### src/hdl/message_arq_sender_defines.svh
// assertion macros for the message sender block
// no dependencies; included by the top level before its assertions
`ifndef MESSAGE_ARQ_SENDER_DEFINES_SVH
`define MESSAGE_ARQ_SENDER_DEFINES_SVH

// condition must hold at every clock edge out of reset
`define MAS_ASSERT_ALWAYS(lbl, cond) \
  lbl: assert property (@(posedge clk_i) disable iff (!rst_ni) (cond)) \
    else $error("message_arq_sender: check failed");

// consequent must hold at the edge where the antecedent holds
`define MAS_ASSERT_IMPLY(lbl, ante, cons) \
  lbl: assert property (@(posedge clk_i) disable iff (!rst_ni) (ante) |-> (cons)) \
    else $error("message_arq_sender: check failed");

`endif

### src/hdl/mas_pkg.sv
// types and constants for the stop-and-wait message sender
// no dependencies; used by message_arq_sender
package mas_pkg;

  localparam int unsigned AddrW   = 16;
  localparam int unsigned MsgW    = 8;
  localparam int unsigned TickW   = 16;
  localparam int unsigned RetryW  = 8;
  localparam int unsigned CfgIdxW = 3;
  localparam int unsigned CfgW    = 16;

  localparam int unsigned InDataW  = 56;
  localparam int unsigned InUserW  = 4;
  localparam int unsigned OutDataW = 48;
  localparam int unsigned OutUserW = 2;

  // register reset values
  localparam logic [AddrW-1:0]  RadioIdRst     = 16'd1;
  localparam logic [AddrW-1:0]  BcastIdRst     = 16'hFFFF;
  localparam logic [TickW-1:0]  AckTimeoutRst  = 16'd100;
  localparam logic [TickW-1:0]  BcastGapRst    = 16'd50;
  localparam logic [RetryW-1:0] MaxRetriesRst  = 8'd3;
  localparam logic [TickW-1:0]  OkHoldRst      = 16'd100;
  localparam logic [TickW-1:0]  FailHoldRst    = 16'd150;

  typedef enum logic [2:0] {
    ACT_TICK   = 3'd0,
    ACT_SEND   = 3'd1,
    ACT_CANCEL = 3'd2,
    ACT_ACK    = 3'd3,
    ACT_DATA   = 3'd4
  } action_e;

  typedef enum logic [2:0] {
    PH_IDLE     = 3'd0,
    PH_SENDING  = 3'd1,
    PH_BC_GAP   = 3'd2,
    PH_WAIT_ACK = 3'd3,
    PH_ACKED    = 3'd4,
    PH_FAILED   = 3'd5
  } phase_e;

  typedef enum logic [1:0] {
    TX_NONE  = 2'd0,
    TX_ACK   = 2'd1,
    TX_UNI   = 2'd2,
    TX_BCAST = 2'd3
  } tx_kind_e;

  typedef enum logic [1:0] {
    NOTE_NONE = 2'd0,
    NOTE_OK   = 2'd1,
    NOTE_FAIL = 2'd2
  } notice_e;

  typedef enum logic [CfgIdxW-1:0] {
    REG_RADIO_ID    = 3'd0,
    REG_BCAST_ID    = 3'd1,
    REG_ACK_TIMEOUT = 3'd2,
    REG_BCAST_GAP   = 3'd3,
    REG_MAX_RETRIES = 3'd4,
    REG_OK_HOLD     = 3'd5,
    REG_FAIL_HOLD   = 3'd6
  } reg_idx_e;

  // one received request, unpacked
  typedef struct packed {
    logic [2:0]       action;
    logic             broadcast;
    logic [AddrW-1:0] dest_id;
    logic [AddrW-1:0] frame_sender_id;
    logic [AddrW-1:0] frame_receiver_id;
    logic [MsgW-1:0]  frame_message_id;
  } req_t;

  // one result, unpacked
  typedef struct packed {
    tx_kind_e         tx_kind;
    logic [AddrW-1:0] tx_sender_id;
    logic [AddrW-1:0] tx_receiver_id;
    logic [MsgW-1:0]  tx_message_id;
    phase_e           send_state;
    notice_e          notice;
    logic             rx_for_me;
  } res_t;

endpackage

### src/hdl/message_arq_sender.sv
// stop-and-wait message sender with ack matching, top level
// depends on mas_pkg and message_arq_sender_defines.svh
//
//   channel   dir  handshake               payload
//   s_axis    in   tvalid/tready           tuser: action, broadcast; tdata: ids, msg id
//   m_axis    out  tvalid/tready           tuser: tx_kind; tdata: frame, state, notice
//   cfg       in   cfg_we_i (no wait)      cfg_idx_i, cfg_data_i
//
// one request per cycle while results are taken; a request passes the
// input register, then the decision logic into the result register
// the result register frees as it is taken, so a stalled output holds one
// result plus one request in the input register before tready drops
// reset clears all sender state and loads the register defaults

`include "message_arq_sender_defines.svh"

module message_arq_sender (
  input  logic                          clk_i,
  input  logic                          rst_ni,
  // request channel
  input  logic                          s_axis_tvalid,
  output logic                          s_axis_tready,
  // [15:0] dest_id, [31:16] frame_sender_id, [47:32] frame_receiver_id,
  // [55:48] frame_message_id
  input  logic [mas_pkg::InDataW-1:0]   s_axis_tdata,
  // [2:0] action, [3] broadcast
  input  logic [mas_pkg::InUserW-1:0]   s_axis_tuser,
  // result channel
  output logic                          m_axis_tvalid,
  input  logic                          m_axis_tready,
  // [15:0] tx_sender_id, [31:16] tx_receiver_id, [39:32] tx_message_id,
  // [42:40] send_state, [44:43] notice, [45] rx_for_me, [47:46] zero
  output logic [mas_pkg::OutDataW-1:0]  m_axis_tdata,
  // [1:0] tx_kind
  output logic [mas_pkg::OutUserW-1:0]  m_axis_tuser,
  // configuration writes
  input  logic                          cfg_we_i,
  input  logic [mas_pkg::CfgIdxW-1:0]   cfg_idx_i,
  input  logic [mas_pkg::CfgW-1:0]      cfg_data_i
);

  // configuration registers
  logic [mas_pkg::AddrW-1:0]  radio_id_q, bcast_id_q;
  logic [mas_pkg::TickW-1:0]  ack_timeout_q, bcast_gap_q, ok_hold_q, fail_hold_q;
  logic [mas_pkg::RetryW-1:0] max_retries_q;

  // pipeline registers
  logic            in_valid_q, out_valid_q;
  mas_pkg::req_t   req_q;
  mas_pkg::res_t   res_q, res_d;
  logic            advance;

  // sender state
  mas_pkg::phase_e            phase_q, phase_d;
  logic                       screen_q, screen_d;
  logic [mas_pkg::TickW-1:0]  cd_q, cd_d;
  logic [mas_pkg::RetryW-1:0] retries_q, retries_d;
  logic                       repeats_q, repeats_d;
  logic                       is_bcast_q, is_bcast_d;
  logic [mas_pkg::AddrW-1:0]  pend_snd_q, pend_snd_d;
  logic [mas_pkg::AddrW-1:0]  pend_rcv_q, pend_rcv_d;
  logic [mas_pkg::MsgW-1:0]   pend_msg_q, pend_msg_d;
  logic [mas_pkg::MsgW-1:0]   next_msg_q, next_msg_d;
  logic                       ackq_q, ackq_d;
  logic [mas_pkg::AddrW-1:0]  ack_tgt_q, ack_tgt_d;
  logic [mas_pkg::MsgW-1:0]   ack_msg_q, ack_msg_d;

  logic                       cd_expired;
  logic [mas_pkg::TickW-1:0]  cd_dec;
  logic                       ack_match;

  // handshake: a request moves on when the result slot is free or draining
  assign advance       = in_valid_q && (!out_valid_q || m_axis_tready);
  assign s_axis_tready = !in_valid_q || advance;

  // configuration port
  always_ff @(posedge clk_i or negedge rst_ni) begin
    if (!rst_ni) begin
      radio_id_q    <= mas_pkg::RadioIdRst;
      bcast_id_q    <= mas_pkg::BcastIdRst;
      ack_timeout_q <= mas_pkg::AckTimeoutRst;
      bcast_gap_q   <= mas_pkg::BcastGapRst;
      max_retries_q <= mas_pkg::MaxRetriesRst;
      ok_hold_q     <= mas_pkg::OkHoldRst;
      fail_hold_q   <= mas_pkg::FailHoldRst;
    end else if (cfg_we_i) begin
      unique case (cfg_idx_i)
        mas_pkg::REG_RADIO_ID:    radio_id_q    <= cfg_data_i;
        mas_pkg::REG_BCAST_ID:    bcast_id_q    <= cfg_data_i;
        mas_pkg::REG_ACK_TIMEOUT: ack_timeout_q <= cfg_data_i;
        mas_pkg::REG_BCAST_GAP:   bcast_gap_q   <= cfg_data_i;
        mas_pkg::REG_MAX_RETRIES: max_retries_q <= cfg_data_i[mas_pkg::RetryW-1:0];
        mas_pkg::REG_OK_HOLD:     ok_hold_q     <= cfg_data_i;
        mas_pkg::REG_FAIL_HOLD:   fail_hold_q   <= cfg_data_i;
        default: ;
      endcase
    end
  end

  // input register
  always_ff @(posedge clk_i or negedge rst_ni) begin
    if (!rst_ni) begin
      in_valid_q <= 1'b0;
    end else if (s_axis_tready) begin
      in_valid_q <= s_axis_tvalid;
    end
  end

  always_ff @(posedge clk_i) begin
    if (s_axis_tvalid && s_axis_tready) begin
      req_q.action            <= s_axis_tuser[2:0];
      req_q.broadcast         <= s_axis_tuser[3];
      req_q.dest_id           <= s_axis_tdata[15:0];
      req_q.frame_sender_id   <= s_axis_tdata[31:16];
      req_q.frame_receiver_id <= s_axis_tdata[47:32];
      req_q.frame_message_id  <= s_axis_tdata[55:48];
    end
  end

  // shared countdown: at one or zero it runs out on this tick
  assign cd_expired = (cd_q <= mas_pkg::TickW'(1));
  assign cd_dec     = cd_expired ? '0 : cd_q - mas_pkg::TickW'(1);

  assign ack_match = (phase_q == mas_pkg::PH_WAIT_ACK) &&
                     (req_q.frame_receiver_id == pend_snd_q) &&
                     (req_q.frame_sender_id == pend_rcv_q) &&
                     (req_q.frame_message_id == pend_msg_q);

  // request decision and next state
  always_comb begin
    phase_d    = phase_q;
    screen_d   = screen_q;
    cd_d       = cd_q;
    retries_d  = retries_q;
    repeats_d  = repeats_q;
    is_bcast_d = is_bcast_q;
    pend_snd_d = pend_snd_q;
    pend_rcv_d = pend_rcv_q;
    pend_msg_d = pend_msg_q;
    next_msg_d = next_msg_q;
    ackq_d     = ackq_q;
    ack_tgt_d  = ack_tgt_q;
    ack_msg_d  = ack_msg_q;

    res_d                = '0;
    res_d.tx_kind        = mas_pkg::TX_NONE;
    res_d.notice         = mas_pkg::NOTE_NONE;

    unique case (req_q.action)
      mas_pkg::ACT_TICK: begin
        if (ackq_q) begin
          // a queued ack takes the tick ahead of the sender
          ackq_d               = 1'b0;
          res_d.tx_kind        = mas_pkg::TX_ACK;
          res_d.tx_sender_id   = radio_id_q;
          res_d.tx_receiver_id = ack_tgt_q;
          res_d.tx_message_id  = ack_msg_q;
        end else begin
          unique case (phase_q)
            mas_pkg::PH_SENDING: begin
              res_d.tx_kind        = is_bcast_q ? mas_pkg::TX_BCAST : mas_pkg::TX_UNI;
              res_d.tx_sender_id   = pend_snd_q;
              res_d.tx_receiver_id = pend_rcv_q;
              res_d.tx_message_id  = pend_msg_q;
              if (is_bcast_q) begin
                if (repeats_q) begin
                  repeats_d = 1'b0;
                  cd_d      = bcast_gap_q;
                  phase_d   = mas_pkg::PH_BC_GAP;
                end else begin
                  phase_d      = mas_pkg::PH_ACKED;
                  cd_d         = ok_hold_q;
                  res_d.notice = mas_pkg::NOTE_OK;
                end
              end else begin
                cd_d    = ack_timeout_q;
                phase_d = mas_pkg::PH_WAIT_ACK;
              end
            end
            mas_pkg::PH_BC_GAP: begin
              cd_d = cd_dec;
              if (cd_expired) phase_d = mas_pkg::PH_SENDING;
            end
            mas_pkg::PH_WAIT_ACK: begin
              cd_d = cd_dec;
              if (cd_expired) begin
                if (retries_q != '0) begin
                  retries_d = retries_q - mas_pkg::RetryW'(1);
                  phase_d   = mas_pkg::PH_SENDING;
                end else begin
                  phase_d      = mas_pkg::PH_FAILED;
                  cd_d         = fail_hold_q;
                  res_d.notice = mas_pkg::NOTE_FAIL;
                end
              end
            end
            mas_pkg::PH_ACKED, mas_pkg::PH_FAILED: begin
              // result hold counts only while the screen is open
              if (screen_q) begin
                cd_d = cd_dec;
                if (cd_expired) begin
                  screen_d = 1'b0;
                  phase_d  = mas_pkg::PH_IDLE;
                end
              end
            end
            default: ;
          endcase
        end
      end
      mas_pkg::ACT_SEND: begin
        pend_snd_d = radio_id_q;
        pend_rcv_d = req_q.broadcast ? bcast_id_q : req_q.dest_id;
        pend_msg_d = next_msg_q;
        next_msg_d = next_msg_q + mas_pkg::MsgW'(1);
        is_bcast_d = req_q.broadcast;
        retries_d  = max_retries_q;
        repeats_d  = req_q.broadcast;
        phase_d    = mas_pkg::PH_SENDING;
        screen_d   = 1'b1;
      end
      mas_pkg::ACT_CANCEL: begin
        if (screen_q) begin
          phase_d  = mas_pkg::PH_IDLE;
          screen_d = 1'b0;
        end
      end
      mas_pkg::ACT_ACK: begin
        if (ack_match) begin
          phase_d      = mas_pkg::PH_ACKED;
          cd_d         = ok_hold_q;
          res_d.notice = mas_pkg::NOTE_OK;
        end
      end
      mas_pkg::ACT_DATA: begin
        if (req_q.broadcast || (req_q.frame_receiver_id == radio_id_q)) begin
          res_d.rx_for_me = 1'b1;
          if (!req_q.broadcast) begin
            ack_tgt_d = req_q.frame_sender_id;
            ack_msg_d = req_q.frame_message_id;
            ackq_d    = 1'b1;
          end
        end
      end
      default: ;
    endcase

    res_d.send_state = phase_d;
  end

  // sender state registers
  always_ff @(posedge clk_i or negedge rst_ni) begin
    if (!rst_ni) begin
      phase_q    <= mas_pkg::PH_IDLE;
      screen_q   <= 1'b0;
      cd_q       <= '0;
      retries_q  <= '0;
      repeats_q  <= 1'b0;
      is_bcast_q <= 1'b0;
      pend_snd_q <= '0;
      pend_rcv_q <= '0;
      pend_msg_q <= '0;
      next_msg_q <= '0;
      ackq_q     <= 1'b0;
      ack_tgt_q  <= '0;
      ack_msg_q  <= '0;
    end else if (advance) begin
      phase_q    <= phase_d;
      screen_q   <= screen_d;
      cd_q       <= cd_d;
      retries_q  <= retries_d;
      repeats_q  <= repeats_d;
      is_bcast_q <= is_bcast_d;
      pend_snd_q <= pend_snd_d;
      pend_rcv_q <= pend_rcv_d;
      pend_msg_q <= pend_msg_d;
      next_msg_q <= next_msg_d;
      ackq_q     <= ackq_d;
      ack_tgt_q  <= ack_tgt_d;
      ack_msg_q  <= ack_msg_d;
    end
  end

  // result register
  always_ff @(posedge clk_i or negedge rst_ni) begin
    if (!rst_ni) begin
      out_valid_q <= 1'b0;
    end else if (!out_valid_q || m_axis_tready) begin
      out_valid_q <= advance;
    end
  end

  always_ff @(posedge clk_i) begin
    if (advance) begin
      res_q <= res_d;
    end
  end

  assign m_axis_tvalid = out_valid_q;
  assign m_axis_tuser  = res_q.tx_kind;
  assign m_axis_tdata  = {2'd0, res_q.rx_for_me, res_q.notice, res_q.send_state,
                          res_q.tx_message_id, res_q.tx_receiver_id, res_q.tx_sender_id};

  // checks
  `MAS_ASSERT_ALWAYS(a_screen_tracks_phase, screen_q == (phase_q != mas_pkg::PH_IDLE))
  `MAS_ASSERT_IMPLY(a_notice_state, out_valid_q && (res_q.notice != mas_pkg::NOTE_NONE),
    (res_q.send_state == mas_pkg::PH_ACKED) || (res_q.send_state == mas_pkg::PH_FAILED))
  `MAS_ASSERT_IMPLY(a_idle_frame_zero, out_valid_q && (res_q.tx_kind == mas_pkg::TX_NONE),
    (res_q.tx_sender_id == '0) && (res_q.tx_receiver_id == '0) && (res_q.tx_message_id == '0))
  `MAS_ASSERT_IMPLY(a_rx_no_tx, out_valid_q && res_q.rx_for_me,
    (res_q.tx_kind == mas_pkg::TX_NONE) && (res_q.notice == mas_pkg::NOTE_NONE))

endmodule

### config.mk
export PLATFORM = sky130hd
export DESIGN_NAME = message_arq_sender
export DESIGN_NICKNAME = d
export VERILOG_FILES = /design/src/hdl/mas_pkg.sv /design/src/hdl/message_arq_sender.sv
export VERILOG_INCLUDE_DIRS = /design/src /design/src/hdl
export SDC_FILE = /design/constraint.sdc
export NUM_CORES = 1
export LEC_CHECK = 0
export BUFFER_PORTS_ARGS = -buffer_cell sky130_fd_sc_hd__buf_4
export CAP_MARGIN = 20
export CORE_UTILIZATION = 40
export DETAILED_ROUTE_END_ITERATION = 16
export GPL_TIMING_DRIVEN = 0
export PLACE_DENSITY = 0.64
export SETUP_SLACK_MARGIN = 0.15
export SYNTH_ARGS = -nofsm -noshare
export SYNTH_HDL_FRONTEND = slang
export SYNTH_SLANG_ARGS = --single-unit
### constraint.sdc
create_clock -name clk_i -period 8.6 [get_ports clk_i]
set_clock_uncertainty 0.2 [all_clocks]
set_input_delay 0.43 -clock clk_i [delete_from_list [all_inputs] [get_ports clk_i]]
set_output_delay 0.43 -clock clk_i [all_outputs]
set_load 0.01 [all_outputs]
==> qor.yml, run 1 <==
status: "finished, final reports clean"
reg2reg_setup_slack_ns: 5.23
cp-startpoint: "req_q[59]"
setup_viol: 0
hpwl_mm: 26.1
wirelength_mm: 37.3
r2r-start: "req_q[59]"
crit_fanout: 10
ff_latch_area_sq_um: 8510
cts_setup_buffers: 0
hp-class: "in -> reg"
hold_viol_final: 0
gp_congestion: 0.937
layout-drive-gt1-share_pct: 27.7
drt_iter0_markers: 721
cellPowerDensity_nw_per_um2: 250
area_growth_pct: 24.4
rsz0062_at_grt: "no"
die_y_um: 190
cts_resized: 0
crit_required_ns: 8.79
fin_ws_ns: 5.23
yosysSeqAreaShare_pct: 60.5
synth_area_leaders: "dfrtp_1 31%, edfxtp_1 23%, mux2_2 10%"
worst_ep_arrival_time_ns: 3.57
start_util_pct: 40.7
synth.yosys.warnings: 0
finalCriticalPeriod_ns: 3.37
numCtsBuffers: 35
cts.sinks: 317
grt_max_degree: 118
die-area_sq_um: 35900
insertion_delay_ns: 0.52
drv_slew: 0
endpoint_kind: "flop"
yosys_most_used_dff: "dfrtp_1"
dr_total_vias: 9804
synth_edf_count: 108
worstMarginPinSlew_ns: 0.937
largest_register_ffs: 60
place_ws_ns: 5.23
hp-start: "cfg_data_i[10]"
max_cap_violations: 0
registers.top_by_ff_count: "req_q"
grt_usage_pct: 20.9
post_drt_wl_per_cell_um: 20.5
finalNetCount: 1428
yosysTopAreaCellShare_pct: 31.5
num-fill-cells: 3041
core_sq_um: 34500
post-route-period-util_pct: 39.2
synth_area_sq_um: 14100
avgViaCountPerCell: 5.38
fin_util_pct: 50.7
ir_drop_v: 0.000131
drcViolationCount: 0
critPathKind: "reg -> reg"
reg2regPathDepth: 8
grt_pass1_wl_mm: 56.6
hold_end: "bcast_gap_q[10]"
hold_depth: 2
die_w_um: 190
avgSynthCellArea_sq_um: 12.8
grt_pass1_vias: 9633
start_kind: "flop"
portBuffers: 131
path_clk_slew_ns: 0.06
grt_antenna_before_repair: 0
grt-ovfl-total: 0
clockBufferDepth: 3
yosysUniqueCellTypes: 70
relSlewSlack_pct: 37.0
synthCells: 1101
ant_nets: 0
r2r-end: "cd_q[13]"
placementRows: 68
total_leakage_power_uw: 0.00738
clock-root-buffer: "clkbuf_16"
diodes: 0
fmax_mhz: 297
io_pins: 136
setup_tns_ns: 0
synth-seq-cells: 317
async_reset_ff_share_pct: 65.9
dr.pass1.iters: 5
htreeDepth: 2
multi_input_area_sq_um: 5240
synth_top_area_cell: "dfrtp_1"
tritoncts: "yes"
==> layout by cell type, fill, tap and decap left out, drive strengths merged, types with 15 or more instances in the layout <==
| cell | n |
|---|---|
| a21oi | 45 |
| nor4 | 25 |
| inv | 16 |
| buf | 155 |
| xnor2 | 19 |
| nor2 | 53 |
| dfrtp | 177 |
| mux2 | 136 |
| dlygate4sd3 | 63 |
| xor2 | 50 |
| o22ai | 21 |
| nor3 | 15 |
| clkbuf | 91 |
| nand2 | 125 |
| o21ai | 38 |
| edfxtp | 108 |
| mux2i | 36 |
| dfstp | 32 |
| a22o | 41 |
==> critical path, cell delays in order (launching register included) <==
cell and delay, ns:
edfxtp_1 0.55, nand3b_1 0.38, nor3b_1 0.62, nand3_1 0.22
nor4_4 0.49, or2_1 0.20, buf_6 0.14, buf_12 0.15
mux2_4 0.29
==> repair_timing <==
action / CTS / global route
hold buffers: 63 / 0
hold endpoints to repair: 160 / 0
endpoints found under the setup margin: 0 / 0
==> per-stage QoR <==
stage	total power, uW	area [sq um]	std cells	hold slack, ns
CTS	4400	17500	1821	0.0107
finish	4380	17500	1822	0.0239
global route	4580	17500	1822	0.0137
floorplan	2590	14100	1102	-0.0656
detailed placement	2900	15800	1694	0.264
global placement	2870	15600	1688	0.258
==> worst max-delay path by stage <==
stage	to	slack [ns]	cells after the start
final	cd_q[13]	5.23	8
after global routing	cd_q[13]	5.13	8
after CTS	cd_q[13]	5.21	8
after detailed placement	cd_q[15]	5.23	8
after global placement	pend_msg_q[3]	4.36	10
after floorplan	pend_msg_q[2]	5.70	9
==> report_power, final <==
| part | switching [uW] | internal, uW | leakage [uW] |
|---|---|---|---|
| sequential | 219 | 1850 | 0.00361 |
| clock | 604 | 866 | 0.000544 |
| combinational | 441 | 397 | 0.00322 |
==> cells by family (layout without fill, tap and decap cells) <==
logic type	after synthesis	count (layout)	share of synthesized area, %
AO/OA/AOI/OAI	186	186	8.82
multiplexers	172	172	13.5
AND/OR/NAND/NOR	280	280	10.1
XOR/XNOR	69	69	4.30
flip-flops	317	317	60.5
other	1	2	0.0267
adder cells (fa/ha/maj)	4	4	0.356
buffers and inverters	72	337	2.32
==> routing by layer <==
metal	part of all wire [%]	vias to the layer above	GRT usage (%)	routed length, um
met1	46	4925	29.8	17000
met5	0	-	0	0
li1	-	4501	-	-
met4	3.2	0	7.44	1200
met3	5.5	67	3.19	2060
met2	46	311	32.1	17000
==> synthesized netlist by cell type (7+ instances only) <==
cell / number
nand4_1: 8
a31oi_1: 7
xnor2_1: 19
inv_1: 12
dfrtp_1: 177
nor2_1: 52
xor2_1: 50
nand2_1: 125
dfstp_2: 32
nand2b_1: 8
nand3_1: 7
o22ai_1: 21
a22o_1: 41
o21ai_0: 33
mux2_1: 9
nor4_1: 19
mux2i_1: 36
edfxtp_1: 108
clkbuf_1: 43
a21oi_1: 45
buf_2: 8
mux2_2: 125
nor3_1: 15
==> area by class of cell <==
cell class              count  share of cell area [%]
clock inverters            16                   0.965
multi-input cells         713                    29.9
clock buffers              48                    5.40
inverters                  12                   0.257
well taps                 455                    3.25
repair buffers            201                    9.96
flip-flops and latches    317                    48.6
plain buffers              60                    1.61
(Power assumes the default switching activity.)
==> run 2: changes to the inputs <==
==> constraint.sdc (replaced) <==
create_clock -name clk_i -period 3.3 [get_ports clk_i]
set_clock_uncertainty 0.2 [all_clocks]
set_input_delay 0.165 -clock clk_i [delete_from_list [all_inputs] [get_ports clk_i]]
set_output_delay 0.165 -clock clk_i [all_outputs]
set_load 0.01 [all_outputs]
==> qor.yml, run 2 (synthesis results as in run 1) <==
status: "finished, final reports clean"
hold_viol_final: 0  # unchanged
layout-drive-gt1-share_pct: 27.7  # about the same
setup_tns_ns: 0  # unchanged
finalCriticalPeriod_ns: 3.06  # -0.312 ns
wirelength_mm: 37.3  # +0.14%
largest_register_ffs: 60  # unchanged
setup_viol: 0  # unchanged
crit_path_cell_trace: "nand3b_1 -> nor3b_2 -> nand3_1 -> nor4_4 -> or2_1 -> buf_6 -> buf_12 -> mux2_4"
dr.pass1.iters: 5  # unchanged
cpPeakStageDelay_ns: 0.55  # -0.07 ns
critPathKind: "reg -> reg"
die_y_um: 190  # unchanged
fin_util_pct: 51.3  # +0.66 points
place_ws_ns: -0.0743  # -5.30 ns
insertion_delay_ns: 0.52  # about the same
grt_antenna_before_repair: 0  # unchanged
htreeDepth: 2  # unchanged
post-route-period-util_pct: 92.7  # +54 points
ir_drop_v: 0.000341  # +160%
cp_top_family: "simple AND/OR/NAND/NOR gates"
worst_ep_arrival_time_ns: 3.26  # -0.31 ns
die_w_um: 190  # unchanged
hp-class: "in -> reg"
path_clk_slew_ns: 0.06  # about the same
finalNetCount: 1450  # +1.5%
core_sq_um: 34500  # unchanged
drcViolationCount: 0  # unchanged
crit_required_ns: 3.50  # -5.29 ns
io_pins: 136  # unchanged
grt-ovfl-total: 0  # unchanged
cp-startpoint: "req_q[59]"
area_growth_pct: 26.1
clockBufferDepth: 3  # unchanged
cts.sinks: 317  # unchanged
start_kind: "flop"
avgViaCountPerCell: 5.37  # -0.14%
endpoint_kind: "flop"
clock-root-buffer: "clkbuf_16"
rsz0062_at_grt: "no"
numCtsBuffers: 35  # unchanged
hp-start: "cfg_idx_i[0]"
fmax_mhz: 327  # +10%
max_cap_violations: 0  # unchanged
fin_ws_ns: 0.240  # -4.99 ns
grt_usage_pct: 21.0  # +0.11 points
final_common_cell: "dfrtp_1"
diodes: 0  # unchanged
drt_iter0_markers: 762  # +5.7%
crit_buf_inv: 2  # unchanged
r2r-start: "req_q[59]"
hpwl_mm: 26.1  # unchanged
num-fill-cells: 3027  # -0.46%
final_area_sq_um: 17700  # +1.3%
portBuffers: 131  # unchanged
final_cell_mix: "177 x dfrtp_1, 137 x buf_4, 125 x nand2_1, 125 x mux2_2, 108 x edfxtp_1"
gp_congestion: 0.937  # unchanged
grt_pass1_wl_mm: 57.0  # +0.71%
ant_nets: 0  # unchanged
grt_max_degree: 118  # unchanged
placementRows: 68  # unchanged
total_leakage_power_uw: 0.00748  # +1.4%
crit_fanout: 10  # unchanged
relSlewSlack_pct: 35.7  # -1.3 points
die-area_sq_um: 35900  # unchanged
registers.top_by_ff_count: "req_q"
finalPower_uw: 11400  # +160%
tritoncts: "yes"
post_drt_wl_per_cell_um: 20.2  # -1.1%
worstMarginPinSlew_ns: 0.960  # +0.0232 ns
dr_total_vias: 9908  # +1.1%
start_util_pct: 40.7  # unchanged
drv_slew: 0  # unchanged
cellPowerDensity_nw_per_um2: 644  # +160%
placed_area_sq_um: 15800  # unchanged
cp_slowest_cell: "edfxtp_1"
grt_pass1_vias: 9718  # +0.88%
-- run 2: cell count changes in the layout (fill, tap and decap cells not counted), sizes merged --
cell,previous run,this run
buf,155,158
dlygate4sd3,63,82
-- run 2: final timing paths --
kind	to	slack (ns)	cells past startpoint
worst max-delay path	cd_q[13]	0.24	8
worst min-delay path	ack_timeout_q[15]	0.04	3
worst max register to register	cd_q[13]	0.24	8
worst min register to register	ack_msg_q[4]	0.29	1
max in group asynchronous	pend_snd_q[10]	1.89	4
min in group asynchronous	ack_timeout_q[4]	0.08	3
-- run 2: power by group --
group	internal (uW)	switching, uW
registers	4820	570
logic	1050	1150
clock network	2260	1570
-- run 2: worst register-to-register path, cell delays in order (launching register included) --
cell and delay, ns:
edfxtp_1 0.55, nand3b_1 0.41, nor3b_2 0.43, nand3_1 0.18, nor4_4 0.43, or2_1 0.17, buf_6 0.14, buf_12 0.14
mux2_4 0.30
-- run 2: timing repair --
action	in CTS	in global routing
hold buffers	82	0
endpoints found under the hold margin	282	0
resized for setup	2	4
pin swaps	1	2
setup buffers	1	2
setup endpoints to repair	32	41
-- run 2: per-stage QoR --
stage,hold WS (ns),cells
floorplan,-0.331,1102
global placement,0.144,1688
detailed placement,0.0765,1694
CTS,0.0574,1841
global route,0.0828,1844
finish,0.0389,1844
-- run 2: cell type report --
type                       count  area (sq um)  share of cell area, %
clock buffer                  48           945                   5.33
sequential                   317          8510                   48.0
timing repair buffer         223          1960                   11.0
multi-input combinational    713          5250                   29.6
clock inverter                16           169                  0.953
buffer                        60           284                   1.60
tap                          455           569                   3.21
inverter                      12          45.0                  0.254
-- run 2: layer usage --
metal / share of wire [%] / GRT usage (%) / up-vias
li1: - / - / 4539
met1: 46 / 30.1 / 4970
met2: 46 / 32.5 / 332
met3: 5.2 / 2.97 / 67
met4: 3.2 / 7.29 / 0
met5: 0 / 0 / -
==> run 3: changes to the inputs <==
--- a/config.mk
+++ b/config.mk
@@ -12,6 +12,7 @@
 export DETAILED_ROUTE_END_ITERATION = 16
 export GPL_TIMING_DRIVEN = 0
 export PLACE_DENSITY = 0.64
+export REMOVE_ABC_BUFFERS = 1
 export SETUP_SLACK_MARGIN = 0.15
 export SYNTH_ARGS = -nofsm -noshare
 export SYNTH_HDL_FRONTEND = slang
==> qor.yml, run 3 (synthesis results as in run 1) <==
rsz0062_at_grt: "no"
reg2reg_setup_slack_ns: 0.33  # +0.09 ns
placementRows: 68  # unchanged
r2r-end: "m_axis_tdata[42]"
start_util_pct: 40.7  # unchanged
relSlewSlack_pct: 33.4  # -2.3 points
crit_required_ns: 3.45  # -0.05 ns
r2r-start: "req_q[59]"
hold_ws_ns: 0.0811  # +0.0422 ns
final_cell_mix: "177 x dfrtp_1, 143 x buf_4, 125 x mux2_2"
multi_input_area_sq_um: 5290  # +0.69%
ff_latch_area_sq_um: 8510  # unchanged
die_y_um: 190  # unchanged
final_common_cell: "dfrtp_1"
die-area_sq_um: 35900  # unchanged
topRoutingLayerUsed: "met4"
grt_usage_pct: 20.2  # -0.75 points
wirelength_mm: 35.9  # -3.8%
stdcell_count: 1806  # -2.1%
core_sq_um: 34500  # unchanged
drcViolationCount: 0  # unchanged
largest_register_ffs: 60  # unchanged
grt_antenna_before_repair: 0  # unchanged
num-fill-cells: 2986  # -1.4%
die_w_um: 190  # unchanged
fmax_mhz: 337  # +3.0%
post_drt_wl_per_cell_um: 19.9  # -1.7%
avgViaCountPerCell: 5.30  # -1.3%
start_kind: "flop"
numCtsBuffers: 35  # unchanged
worstMarginPinSlew_ns: 0.993  # +0.0329 ns
final_area_sq_um: 17900  # +0.88%
dr_total_vias: 9578  # -3.3%
met3RoutedLength_mm: 1.69  # -13%
clock-root-buffer: "clkbuf_16"
insertion_delay_ns: 0.51  # about the same
worst_ep_arrival_time_ns: 3.12  # -0.14 ns
io_pins: 136  # unchanged
area_growth_pct: 27.2
gp_congestion: 0.861  # -8.1%
endpoint_kind: "flop"
grt_pass1_wl_mm: 56.0  # -1.7%
grt-ovfl-total: 0  # unchanged
wl_met1_mm: 16.5  # -3.7%
total_leakage_power_uw: 0.00757  # +1.2%
fin_util_pct: 51.8  # +0.45 points
ant_nets: 0  # unchanged
finalCriticalPeriod_ns: 2.97  # -0.0894 ns
diodes: 0  # unchanged
hpwl_mm: 23.9  # -8.2%
path_clk_slew_ns: 0.06  # about the same
drv_slew: 0  # unchanged
hp-class: "in -> async"
registers.top_by_ff_count: "req_q"
post-route-period-util_pct: 90.0  # -2.7 points
layout-drive-gt1-share_pct: 29.8  # +2.1 points
cts.sinks: 317  # unchanged
dp_cells: 1649  # -2.7%
critPathKind: "reg -> reg"
hold_viol_final: 0  # unchanged
max_cap_violations: 0  # unchanged
ir_drop_v: 0.000379  # +11%
portBuffers: 133  # +1.5%
reg2regPathDepth: 7  # -1
crit_fanout: 14  # +4
met2_length_mm: 17.1  # +0.57%
tritoncts: "yes"
grt_pass1_vias: 9672  # -0.47%
finalNetCount: 1413  # -2.6%
dr.pass1.iters: 5  # unchanged
status: "finished, final reports clean"
grt_max_degree: 116  # -1.7%
setup_viol: 0  # unchanged
drt_iter0_markers: 755  # -0.92%
htreeDepth: 2  # unchanged
placed_area_sq_um: 15700  # -0.13%
clockBufferDepth: 3  # unchanged
cellPowerDensity_nw_per_um2: 649  # +0.68%
[run 3: cell count changes in the layout (fill, tap and decap cells not counted), moves of 4 or more]
cell	change
buf_2	-9
buf_4	+6
buf_8	+5
clkbuf_1	-47
clkbuf_16	+4
clkinv_2	+6
[run 3: stage by stage]
step                      setup WS [ns]  total power [uW]  setup TNS [ns]
after detailed placement         -0.425              7510           -5.72
after global placement            -2.73              7400         -291.50
after CTS                         0.154             11700               0
after floorplan                  -0.239              6710          -13.88
final                             0.329             11600               0
after global routing              0.167             12100               0
[run 3: worst max-delay path by stage]
| stage | slack (ns) | cells after the start | startpoint | end |
|---|---|---|---|---|
| floorplan | -0.24 | 6 | m_axis_tvalid | pend_rcv_q[0] |
| global placement | -2.73 | 5 | req_q[57] | m_axis_tdata[42] |
| detailed placement | -0.42 | 6 | req_q[59] | cd_q[12] |
| CTS | 0.15 | 6 | req_q[23] | cd_q[12] |
| global route | 0.17 | 7 | req_q[59] | m_axis_tdata[42] |
| finish | 0.33 | 7 | req_q[59] | m_axis_tdata[42] |
[run 3: worst max-delay path: stages (launching register included)]
cell,delay [ns]
edfxtp_1,0.53
or3_1,0.57
nor4_4,0.65
buf_8,0.25
buf_8,0.18
nand3b_1,0.13
nand2_1,0.13
a211o_1,0.16
[run 3: final cells by class]
type | count | area share (%)
clock buffers | 45 | 5.64
clock inverters | 18 | 1.07
inverters | 12 | 0.252
multi-input cells | 713 | 29.6
flip-flops and latches | 317 | 47.6
well taps | 455 | 3.18
repair buffers | 246 | 12.7
[run 3: repair_timing]
item	4_1_cts	5_1_grt
resized for setup	2	2
endpoints found under the hold margin	260	0
hold buffers	84	0
endpoints found under the setup margin	40	9
setup buffers	6	2
pin swaps	2	1
[run 3: routing by layer]
metal | vias up | global-route usage [%]
met5 | - | 0
met4 | 0 | 4.53
met3 | 44 | 2.98
met2 | 246 | 32.9
met1 | 4833 | 28.5
li1 | 4455 | -
[run 3: report_power, final]
group / leakage, uW / switching [uW] / internal, uW
Clock: 0.000601 / 1560 / 2480
Combinational: 0.00336 / 1060 / 1070
Sequential: 0.00361 / 608 / 4820
Total: 0.00757 / 3240 / 8370
